<file path="config.mk">
export PLATFORM = sky130hd
export DESIGN_NAME = playfair_digraph_encrypt_core_flat
export DESIGN_NICKNAME = d
export VERILOG_FILES = /design/src/design/pfe_pkg.sv /design/src/design/pfe_if.sv /design/src/design/pfe_lane.sv /design/src/design/pfe_merge.sv /design/src/design/playfair_digraph_encrypt_core.sv /design/src/flat_wrapper.sv
export SDC_FILE = /design/constraint.sdc
export NUM_CORES = 1
export LEC_CHECK = 0
export BUFFER_PORTS_ARGS = -buffer_cell sky130_fd_sc_hd__buf_2
export CAP_MARGIN = 5
export CORE_MARGIN = 4
export CORE_UTILIZATION = 52
export DETAILED_ROUTE_END_ITERATION = 6
export GPL_TIMING_DRIVEN = 0
export HOLD_SLACK_MARGIN = 0.1
export PLACE_DENSITY_LB_ADDON = 0.1
export SYNTH_ARGS = -nofsm -noshare
export SYNTH_HDL_FRONTEND = slang
export SYNTH_SLANG_ARGS = --single-unit
export TNS_END_PERCENT = 1
</file>
<file path="constraint.sdc">
create_clock -name clk -period 5.4 [get_ports clk]
set_input_delay 0.27 -clock clk [delete_from_list [all_inputs] [get_ports clk]]
set_output_delay 0.27 -clock clk [all_outputs]
set_load 0.05 [all_outputs]
</file>
<file path="src/design/pfe_pkg.sv">
// ----------------------------------------------------------------------------
// Playfair digraph encryptor package
// Types and constants shared by the key square lanes, merge and top level.
// ----------------------------------------------------------------------------
`timescale 1ns / 1ps

package pfe_pkg;

    localparam int KEY_DIM = 5;
    localparam int CODE_W  = 5;
    localparam int ROW_W   = KEY_DIM * CODE_W;
    localparam int IDX_W   = 3;

    typedef logic [CODE_W-1:0] code_t;
    typedef logic [ROW_W-1:0]  row_t;
    typedef logic [IDX_W-1:0]  idx_t;
    typedef row_t              key_sq_t [KEY_DIM];

    localparam row_t KEY_ROW_0_RST = 25'd17839564;
    localparam row_t KEY_ROW_1_RST = 25'd3203298;
    localparam row_t KEY_ROW_2_RST = 25'd10754212;
    localparam row_t KEY_ROW_3_RST = 25'd20529643;
    localparam row_t KEY_ROW_4_RST = 25'd26991284;

    localparam idx_t LAST_IDX = idx_t'(KEY_DIM - 1);

    // per-row search result for both letters of a digraph
    typedef struct packed {
        logic found_a;
        idx_t col_a;
        logic found_b;
        idx_t col_b;
    } lane_hit_t;

    function automatic code_t cell_of(row_t row, idx_t col);
        return row[col*CODE_W +: CODE_W];
    endfunction

    function automatic idx_t next_idx(idx_t i);
        return (i == LAST_IDX) ? '0 : idx_t'(i + idx_t'(1));
    endfunction

endpackage

</file>
<file path="src/design/pfe_if.sv">
// ----------------------------------------------------------------------------
// Playfair digraph encryptor channels
// Valid/ready channels for plaintext digraphs and ciphertext results.
// ----------------------------------------------------------------------------
`timescale 1ns / 1ps

interface pfe_in_if;
    logic           valid;
    logic           ready;
    pfe_pkg::code_t letter_first;
    pfe_pkg::code_t letter_second;

    modport source (output valid, output letter_first, output letter_second, input ready);
    modport sink   (input valid, input letter_first, input letter_second, output ready);
endinterface

interface pfe_out_if;
    logic           valid;
    logic           ready;
    pfe_pkg::code_t cipher_first;
    pfe_pkg::code_t cipher_second;
    logic           letter_missing;

    modport source (output valid, output cipher_first, output cipher_second,
                    output letter_missing, input ready);
    modport sink   (input valid, input cipher_first, input cipher_second,
                    input letter_missing, output ready);
endinterface

</file>
<file path="src/design/pfe_lane.sv">
// ----------------------------------------------------------------------------
// Playfair key square row lane
// Searches one row of the key square for both digraph letters.
// ----------------------------------------------------------------------------
`timescale 1ns / 1ps

module pfe_lane (
    input  pfe_pkg::row_t      row,
    input  pfe_pkg::code_t     letter_a,
    input  pfe_pkg::code_t     letter_b,
    output pfe_pkg::lane_hit_t hit
);

    always_comb
    begin
        hit = '0;
        // last match in column order wins
        for (int c = 0; c < pfe_pkg::KEY_DIM; c++)
        begin
            if (row[c*pfe_pkg::CODE_W +: pfe_pkg::CODE_W] == letter_a)
            begin
                hit.found_a = 1'b1;
                hit.col_a   = pfe_pkg::idx_t'(c);
            end
            if (row[c*pfe_pkg::CODE_W +: pfe_pkg::CODE_W] == letter_b)
            begin
                hit.found_b = 1'b1;
                hit.col_b   = pfe_pkg::idx_t'(c);
            end
        end
    end

endmodule

</file>
<file path="src/design/pfe_merge.sv">
// ----------------------------------------------------------------------------
// Playfair lane merge and substitution
// Picks the winning row per letter and applies the row, column or
// rectangle rule; flags letter_missing when a letter is not found.
// ----------------------------------------------------------------------------
`timescale 1ns / 1ps

module pfe_merge (
    input  pfe_pkg::key_sq_t   key_sq,
    input  pfe_pkg::lane_hit_t hits [pfe_pkg::KEY_DIM],
    output pfe_pkg::code_t     cipher_first,
    output pfe_pkg::code_t     cipher_second,
    output logic               letter_missing
);

    logic          fa;
    logic          fb;
    pfe_pkg::idx_t r1;
    pfe_pkg::idx_t c1;
    pfe_pkg::idx_t r2;
    pfe_pkg::idx_t c2;

    always_comb
    begin
        fa = 1'b0;
        fb = 1'b0;
        r1 = '0;
        c1 = '0;
        r2 = '0;
        c2 = '0;
        // later rows override earlier ones
        for (int r = 0; r < pfe_pkg::KEY_DIM; r++)
        begin
            if (hits[r].found_a)
            begin
                fa = 1'b1;
                r1 = pfe_pkg::idx_t'(r);
                c1 = hits[r].col_a;
            end
            if (hits[r].found_b)
            begin
                fb = 1'b1;
                r2 = pfe_pkg::idx_t'(r);
                c2 = hits[r].col_b;
            end
        end
    end

    always_comb
    begin
        letter_missing = 1'b0;
        if (!fa || !fb)
        begin
            cipher_first   = '0;
            cipher_second  = '0;
            letter_missing = 1'b1;
        end
        else if (r1 == r2)
        begin
            cipher_first  = pfe_pkg::cell_of(key_sq[r1], pfe_pkg::next_idx(c1));
            cipher_second = pfe_pkg::cell_of(key_sq[r2], pfe_pkg::next_idx(c2));
        end
        else if (c1 == c2)
        begin
            cipher_first  = pfe_pkg::cell_of(key_sq[pfe_pkg::next_idx(r1)], c1);
            cipher_second = pfe_pkg::cell_of(key_sq[pfe_pkg::next_idx(r2)], c2);
        end
        else
        begin
            cipher_first  = pfe_pkg::cell_of(key_sq[r1], c2);
            cipher_second = pfe_pkg::cell_of(key_sq[r2], c1);
        end
    end

endmodule

</file>
<file path="src/design/playfair_digraph_encrypt_core.sv">
// ----------------------------------------------------------------------------
// Playfair digraph encryptor core
// Five row lanes search the key square in parallel; a merge stage applies
// the Playfair substitution.
// ----------------------------------------------------------------------------
// Pipeline: lane register, then output register, from accepted item to valid result.
// Throughput: 1 item per cycle unless out_ch stalls; an empty lane register still takes an item.
// Reset: pipeline emptied, key square loaded with the default square.
`timescale 1ns / 1ps

module playfair_digraph_encrypt_core (
    input  logic                clk,
    input  logic                rst_n,
    input  logic                cfg_we,
    input  pfe_pkg::idx_t       cfg_index,
    input  pfe_pkg::row_t       cfg_wdata,
    pfe_in_if.sink              in_ch,
    pfe_out_if.source           out_ch
);

    pfe_pkg::key_sq_t   key_reg;
    pfe_pkg::lane_hit_t lane_hit   [pfe_pkg::KEY_DIM];
    pfe_pkg::lane_hit_t hit_reg    [pfe_pkg::KEY_DIM];
    logic               s1_valid_reg;
    logic               out_valid_reg;
    pfe_pkg::code_t     cf_next;
    pfe_pkg::code_t     cs_next;
    logic               miss_next;
    pfe_pkg::code_t     cf_reg;
    pfe_pkg::code_t     cs_reg;
    logic               miss_reg;
    logic               out_move;
    logic               s1_move;

    assign out_move = !out_valid_reg || out_ch.ready;
    assign s1_move  = !s1_valid_reg || out_move;

    assign in_ch.ready           = s1_move;
    assign out_ch.valid          = out_valid_reg;
    assign out_ch.cipher_first   = cf_reg;
    assign out_ch.cipher_second  = cs_reg;
    assign out_ch.letter_missing = miss_reg;

    always_ff @(posedge clk or negedge rst_n)
    begin
        if (!rst_n)
        begin
            key_reg[0] <= pfe_pkg::KEY_ROW_0_RST;
            key_reg[1] <= pfe_pkg::KEY_ROW_1_RST;
            key_reg[2] <= pfe_pkg::KEY_ROW_2_RST;
            key_reg[3] <= pfe_pkg::KEY_ROW_3_RST;
            key_reg[4] <= pfe_pkg::KEY_ROW_4_RST;
        end
        else if (cfg_we && (cfg_index <= pfe_pkg::LAST_IDX))
        begin
            key_reg[cfg_index] <= cfg_wdata;
        end
    end

    for (genvar g = 0; g < pfe_pkg::KEY_DIM; g++)
    begin : g_lane
        pfe_lane u_lane (
            .row      (key_reg[g]),
            .letter_a (in_ch.letter_first),
            .letter_b (in_ch.letter_second),
            .hit      (lane_hit[g])
        );
    end

    always_ff @(posedge clk or negedge rst_n)
    begin
        if (!rst_n)
        begin
            s1_valid_reg  <= 1'b0;
            out_valid_reg <= 1'b0;
        end
        else
        begin
            if (s1_move)
            begin
                s1_valid_reg <= in_ch.valid;
            end
            if (out_move)
            begin
                out_valid_reg <= s1_valid_reg;
            end
        end
    end

    always_ff @(posedge clk)
    begin
        if (s1_move && in_ch.valid)
        begin
            hit_reg <= lane_hit;
        end
        if (out_move && s1_valid_reg)
        begin
            cf_reg   <= cf_next;
            cs_reg   <= cs_next;
            miss_reg <= miss_next;
        end
    end

    pfe_merge u_merge (
        .key_sq         (key_reg),
        .hits           (hit_reg),
        .cipher_first   (cf_next),
        .cipher_second  (cs_next),
        .letter_missing (miss_next)
    );

endmodule

</file>
<file path="src/flat_wrapper.sv">
// flat-port wrapper written by rule: the top's interface ports become plain ports
module playfair_digraph_encrypt_core_flat 
  (clk, rst_n, cfg_we, cfg_index, cfg_wdata, in_ch_valid, in_ch_letter_first, in_ch_letter_second, in_ch_ready, out_ch_valid, out_ch_cipher_first, out_ch_cipher_second, out_ch_letter_missing, out_ch_ready);
  pfe_in_if in_ch_i ();
  pfe_out_if out_ch_i ();
  input  logic clk;
  input  logic rst_n;
  input  logic cfg_we;
  input  pfe_pkg::idx_t cfg_index;
  input  pfe_pkg::row_t cfg_wdata;
  input wire logic [$bits(in_ch_i.valid)-1:0] in_ch_valid;
  input wire logic [$bits(in_ch_i.letter_first)-1:0] in_ch_letter_first;
  input wire logic [$bits(in_ch_i.letter_second)-1:0] in_ch_letter_second;
  output wire logic [$bits(in_ch_i.ready)-1:0] in_ch_ready;
  output wire logic [$bits(out_ch_i.valid)-1:0] out_ch_valid;
  output wire logic [$bits(out_ch_i.cipher_first)-1:0] out_ch_cipher_first;
  output wire logic [$bits(out_ch_i.cipher_second)-1:0] out_ch_cipher_second;
  output wire logic [$bits(out_ch_i.letter_missing)-1:0] out_ch_letter_missing;
  input wire logic [$bits(out_ch_i.ready)-1:0] out_ch_ready;
  assign in_ch_i.valid = in_ch_valid;
  assign in_ch_i.letter_first = in_ch_letter_first;
  assign in_ch_i.letter_second = in_ch_letter_second;
  assign in_ch_ready = in_ch_i.ready;
  assign out_ch_valid = out_ch_i.valid;
  assign out_ch_cipher_first = out_ch_i.cipher_first;
  assign out_ch_cipher_second = out_ch_i.cipher_second;
  assign out_ch_letter_missing = out_ch_i.letter_missing;
  assign out_ch_i.ready = out_ch_ready;
  playfair_digraph_encrypt_core u_core (.clk(clk), .rst_n(rst_n), .cfg_we(cfg_we), .cfg_index(cfg_index), .cfg_wdata(cfg_wdata), .in_ch(in_ch_i), .out_ch(out_ch_i));
endmodule
</file>
==> results of run 1 <==
[layer usage]
layer	GRT usage, %	part of all wire (%)
met1	57.3	34
met2	70.9	41
met3	18.4	15
met4	37.4	10
met5	1.29	0.18
[worst min-delay path by stage]
stage / from / end / cells past startpoint
after floorplan: rst_n / u_core.key_reg[0] / 0
after global placement: u_core.s1_valid_reg / u_core.out_ch.valid / 1
after detailed placement: rst_n / u_core.key_reg[123] / 1
after CTS: cfg_wdata[4] / u_core.key_reg[29] / 2
after global routing: cfg_wdata[9] / u_core.key_reg[9] / 2
final: cfg_wdata[12] / u_core.key_reg[62] / 2
[layout make-up]
class | count | area, um^2 | share of cell area [%]
antenna | 1 | 2.50 | 0.0144
timing repair buffer | 59 | 410 | 2.36
buffer | 247 | 1050 | 6.02
sequential | 178 | 4780 | 27.5
clock inverter | 15 | 145 | 0.834
inverter | 20 | 75.1 | 0.431
multi-input combinational | 1370 | 10000 | 57.6
tap | 390 | 488 | 2.80
clock buffer | 17 | 425 | 2.44
[Yosys cell counts (29+ instances only)]
master    number
a31oi_1       29
dfstp_2       55
nand3_1       49
xor2_1       122
a21oi_1       77
buf_2         33
clkbuf_1     159
nor2_1        92
nand2_1      142
edfxtp_1      51
mux2_2       136
xnor2_1      132
buf_1         29
dfrtp_1       72
nor3_1        75
mux2i_1      119
o21ai_0       81
[repair_timing]
item,4_1_cts,5_1_grt
resized for setup,5,12
endpoints found under the hold margin,71,0
pin swaps,0,1
hold buffers,13,0
endpoints found under the setup margin,7,10
[worst max-delay path: cells and delay by family (launching register included)]
kind,cells,cell delay [ps]
and+or+nand+nor,4,660
DFF,1,360
AOI/OAI and AO/OA,4,1300
buffers and inverters,5,2460
adders and majority gates,1,310
[cell families after synthesis]
logic type,Yosys count,synth area share [%]
buffers and inverters,269,7.01
and+or+nand+nor,455,13.6
adders and majority gates,6,0.472
xor gates and xnor gates,254,14.0
DFF,178,30.1
AOI/OAI and AO/OA,395,17.3
muxes,260,17.5
[power by group]
part / internal [mW] / total [mW] / switching (mW)
Combinational: 1.59 / 5.16 / 3.57
Clock: 0.613 / 1.28 / 0.664
Sequential: 1.77 / 1.88 / 0.117
[stage by stage]
step	total power, mW	setup slack, ps	cells	setup TNS, ps	hold slack (ps)
final	8.32	4.86	2297	0	101
after global routing	8.43	69.3	2296	0	111
after CTS	7.94	-94.1	2297	-118	102
after detailed placement	6.67	-1050	2253	-3480	153
after global placement	6.62	-999	2250	-3650	469
after floorplan	4.94	1670	1817	0	-25.6
==> flow_summary.json, run 1 <==
{
  "slew_violations": 0,
  "wl_per_cell_um": 36.3,
  "finalHoldViolCount": 0,
  "outcome": "finished with violations",
  "worst_pin_slew_ps": 1360,
  "die_h_um": 183,
  "nets": 1942,
  "path_max_fanout": 19,
  "violations": "DRC",
  "fin_util_pct": 58.3,
  "final_layout_size_suffix_gt1_share_pct": 19.3,
  "rr_worst_depth": 14,
  "critPathRequiredTime_ps": 5610,
  "path_class": "flip-flop to flip-flop",
  "hold_class": "input pin to flip-flop",
  "antenna_found_initial": 6,
  "p_leak_nw": 6.70,
  "ir_worst_vdd_mv": 0.410,
  "cellPowerDensity_mw_per_mm2": 478,
  "clock_latency_ps": 480,
  "finalClockSkew_ps": 14.3,
  "io_buffers": 43,
  "final_cell_mix": "clkbuf_1, nand2_1, mux2_2",
  "seq_area_frac_synth_pct": 30.1,
  "placed_area_mm2": 0.0167,
  "yosysTopAreaCell": "dfrtp_1",
  "tritoncts": "done",
  "end_kind": "flip-flop",
  "clockBufferDepth": 2,
  "root_buffer": "clkbuf_16",
  "synth_top_area_share_pct": 11.3,
  "htreeDepth": 4,
  "finalSetupViolations": 0,
  "synth_area_mm2": 0.0159,
  "grt_first_pass_wirelength_um": 115000,
  "endpoint": "u_core.out_ch.cipher_second[3]",
  "post-dp-hpwl_um": 61800,
  "ant_nets": 0,
  "cts_inserted_buffers": 17,
  "initial_utilization_pct": 53.2,
  "period_share_pct": 99.9,
  "die-width_um": 183,
  "postCtsSetupBuffers": 0,
  "synthCells": 1817,
  "grt.overflow.total": 0,
  "rsz0062_at_grt": "no",
  "synth_area_per_cell_um2": 8.75,
  "crit_start": "u_core.hit_reg[3]",
  "cts_sinks": 178,
  "firstDrtPassIters": 7,
  "async_reset_ff_share_pct": 71.3,
  "rows": 63,
  "vias_per_cell": 7.29,
  "ys_ff_latch": 178,
  "core_mm2": 0.0299,
  "io_pins": 56,
  "ys_warn_count": 0,
  "drc": 79,
  "startpoint_type": "flip-flop",
  "ys.flop_type": "dfrtp_1",
  "yosys-top-cells-area": "dfrtp_1, edfxtp_1, mux2_2, dfstp_2, mux2i_1",
  "worst_r2r_endpoint": "u_core.out_ch.cipher_second[3]",
  "synth_cell_types": 80,
  "routed_wl_um": 83300,
  "rrSetupSlack_ps": 5,
  "grt_pass1_vias": 15900,
  "fill_cells": 2568,
  "syn_nets": 1866,
  "crit_arrival_ps": 5610,
  "worstReg2RegStart": "u_core.hit_reg[3]",
  "synth_edf_count": 51,
  "cap_violations": 0,
  "layout_min_cycle_time_ps": 5400,
  "vias": 16700,
  "place.gp.congestion": 1.13,
  "syn2layout_area_growth_pct": 9.47,
  "crit_path_top_delay_cell": "clkbuf_1",
  "max_clock_freq_mhz": 185,
  "dieArea_mm2": 0.0334,
  "grt_max_degree": 104,
  "grt_usage_pct": 48.5,
  "drt_iter0_drc": 3213,
  "maxSlewHeadroom_pct": 9.21,
  "crit_path_max_incr_delay_ps": 680,
  "cp_common_cell": "clkbuf_1",
  "crit_path_cell_trace": "clkbuf_1 > clkbuf_1 > buf_2 > nor2_1 > ha_1 > clkbuf_1 > nor2_1 > nor2_1 > clkbuf_1 > o22ai_1 > a211oi_1 > o32ai_1 > a211oi_1 > nor4_1",
  "largest_register_ffs": 125,
  "design_area_mm2": 0.0174,
  "final_common_cell": "clkbuf_1",
  "path_clk_slew_ps": 80
}
Note: power is estimated with default switching activity, not from simulation.
==> inputs of run 2 (changes only) <==
--- a/config.mk
+++ b/config.mk
@@ -5,7 +5,7 @@
 export SDC_FILE = /design/constraint.sdc
 export NUM_CORES = 1
 export LEC_CHECK = 0
-export BUFFER_PORTS_ARGS = -buffer_cell sky130_fd_sc_hd__buf_2
+export BUFFER_PORTS_ARGS = -buffer_cell sky130_fd_sc_hd__clkbuf_2
 export CAP_MARGIN = 5
 export CORE_MARGIN = 4
 export CORE_UTILIZATION = 52
==> run 2 against run 1 <==
The run still ends with DRC left; combinational power is 1% lower; die area unchanged; register-to-register slack about the same; clock skew rose by 1.8 ps; final cell count shrank 0.17%; highest routed layer unchanged.
==> flow_summary.json, run 2 (synthesized netlist as in run 1, its figures left out) <==
{
  "period_share_pct": 99.7,
  "finalHoldViolCount": 0,
  "firstDrtPassIters": 7,
  "rr_worst_depth": 14,
  "p_seq_share_pct": 22.6,
  "min_path_cells": 3,
  "path_max_fanout": 10,
  "postCtsSetupBuffers": 0,
  "placed_area_mm2": 0.0167,
  "power_frac_clock_pct": 15.9,
  "post-dp-hpwl_um": 58100,
  "die_h_um": 183,
  "antenna_found_initial": 2,
  "final_common_cell": "clkbuf_1",
  "place.gp.congestion": 1.17,
  "tritoncts": "done",
  "placed_cells": 2253,
  "p_int_mw": 4.09,
  "comb_power_share_pct": 61.4,
  "grt_usage_pct": 47.0,
  "dr.max_layer_used": "met5",
  "end_kind": "flip-flop",
  "die-width_um": 183,
  "crit_arrival_ps": 5580,
  "swShare_pct": 50.7,
  "clockBufferDepth": 2,
  "largest_register_ffs": 125,
  "routed_wl_um": 80200,
  "wl_per_cell_um": 35.0,
  "ir_worst_vdd_mv": 0.415,
  "io_buffers": 43,
  "violations": "DRC",
  "path_clk_slew_ps": 80,
  "syn2layout_area_growth_pct": 9.29,
  "path_class": "flip-flop to flip-flop",
  "cts_inserted_buffers": 17,
  "drc": 3,
  "initial_utilization_pct": 53.2,
  "ant_nets": 0,
  "final_cell_mix": "clkbuf_1, nand2_1, mux2_2",
  "finalClockSkew_ps": 16.1,
  "worst_pin_slew_ps": 1300,
  "rows": 63,
  "nets": 1937,
  "root_buffer": "clkbuf_16",
  "clock_latency_ps": 470,
  "startpoint_type": "flip-flop",
  "met1_length_um": 28100,
  "grt_pass1_vias": 15600,
  "critPathRequiredTime_ps": 5590,
  "grt.overflow.total": 0,
  "met2_length_um": 32400,
  "slew_violations": 0,
  "grt_max_degree": 111,
  "wl_met3_um": 12200,
  "final_layout_size_suffix_gt1_share_pct": 19.0,
  "hold_class": "input pin to flip-flop",
  "layout_min_cycle_time_ps": 5390,
  "cts_sinks": 178,
  "outcome": "finished with violations",
  "drt_iter0_drc": 3028,
  "vias_per_cell": 7.16,
  "cellPowerDensity_mw_per_mm2": 477,
  "design_area_mm2": 0.0174,
  "cap_violations": 0,
  "p_leak_nw": 6.69,
  "p_sw_mw": 4.20,
  "fill_cells": 2708,
  "grt_first_pass_wirelength_um": 113000,
  "rrSetupSlack_ps": 10,
  "dieArea_mm2": 0.0334,
  "io_pins": 56,
  "core_mm2": 0.0299,
  "layoutNonFillerInstCount": 2293,
  "vias": 16400,
  "max_clock_freq_mhz": 186,
  "htreeDepth": 4,
  "maxSlewHeadroom_pct": 12.8,
  "finalSetupViolations": 0,
  "rsz0062_at_grt": "no"
}
-- run 2: cell count changes in the layout (fill, tap and decap cells not counted), sizes merged --
cell           delta
clkbuf           +51
buf              -42
dlygate4sd3       -6
clkinv            -5
inv               -4
bufinv            +1
clkdlybuf4s15     -1
clkinvlp          +1
diode             +1
-- run 2: layout make-up --
cell class | count | area, um^2 | share of cell area [%]
antenna | 2 | 5.00 | 0.0288
buffer | 248 | 1040 | 5.98
clock buffer | 24 | 534 | 3.08
clock inverter | 8 | 82.6 | 0.475
inverter | 20 | 75.1 | 0.432
multi-input combinational | 1370 | 10000 | 57.7
sequential | 178 | 4780 | 27.5
tap | 390 | 488 | 2.81
timing repair buffer | 53 | 353 | 2.03
-- run 2: layer usage --
metal  GRT usage [%]  up-vias
met4            33.2        2
met2            67.1     1553
li1                -     6623
met1            59.6     7777
met5               0        -
met3            16.2      452
-- run 2: final timing paths --
path | startpoint | endpoint
worst max register to register | u_core.hit_reg[31] | u_core.out_ch.cipher_first[0]
max in group asynchronous | rst_n | u_core.key_reg[13]
min in group asynchronous | rst_n | u_core.key_reg[48]
worst min register to register | u_core.s1_valid_reg | u_core.out_ch.valid
worst min-delay path | cfg_wdata[8] | u_core.key_reg[58]
worst max-delay path | u_core.hit_reg[31] | u_core.out_ch.cipher_first[0]
-- run 2: repair_timing --
item | CTS | global route
hold buffers | 7 | 0
pin swaps | 0 | 0
gates resized for setup | 3 | 1
endpoints found under the hold margin | 83 | 0
endpoints found under the setup margin | 5 | 6
-- run 2: per-stage QoR --
step	power, mW	hold WS, ps	utilization (%)	setup slack, ps	TNS (ps)
after floorplan	4.94	-25.6	-	1670	0
after global placement	6.53	477	55.6	-645	-2240
after detailed placement	6.58	145	55.8	-442	-1470
after CTS	7.90	100	58.1	81.3	0
after global routing	8.44	112	58.1	9.85	0
final	8.28	100	58.2	14.4	0
-- run 2: power by group through the flow --
| stage | Sequential [mW] | Clock (mW) | Combinational [mW] |
|---|---|---|---|
| 5_1_grt | 1.90 | 1.37 | 5.17 |
| 3_3_place_gp | 1.88 | 0 | 4.64 |
| 3_5_place_dp | 1.89 | 0 | 4.69 |
| 4_1_cts | 1.87 | 1.32 | 4.71 |
| 6_report | 1.88 | 1.32 | 5.09 |
| 2_1_floorplan | 1.97 | 0 | 2.97 |
-- run 2: critical path: stages (launching register included) --
cell	delay [ps]
edfxtp_1	360
clkbuf_1	230
nor2b_1	250
nor2_1	250
buf_2	360
buf_1	540
nor2_1	100
ha_1	300
nand2_1	400
nor3_1	260
buf_2	260
a2111oi_0	1090
o311ai_0	260
a21oi_1	290
a211oi_1	140
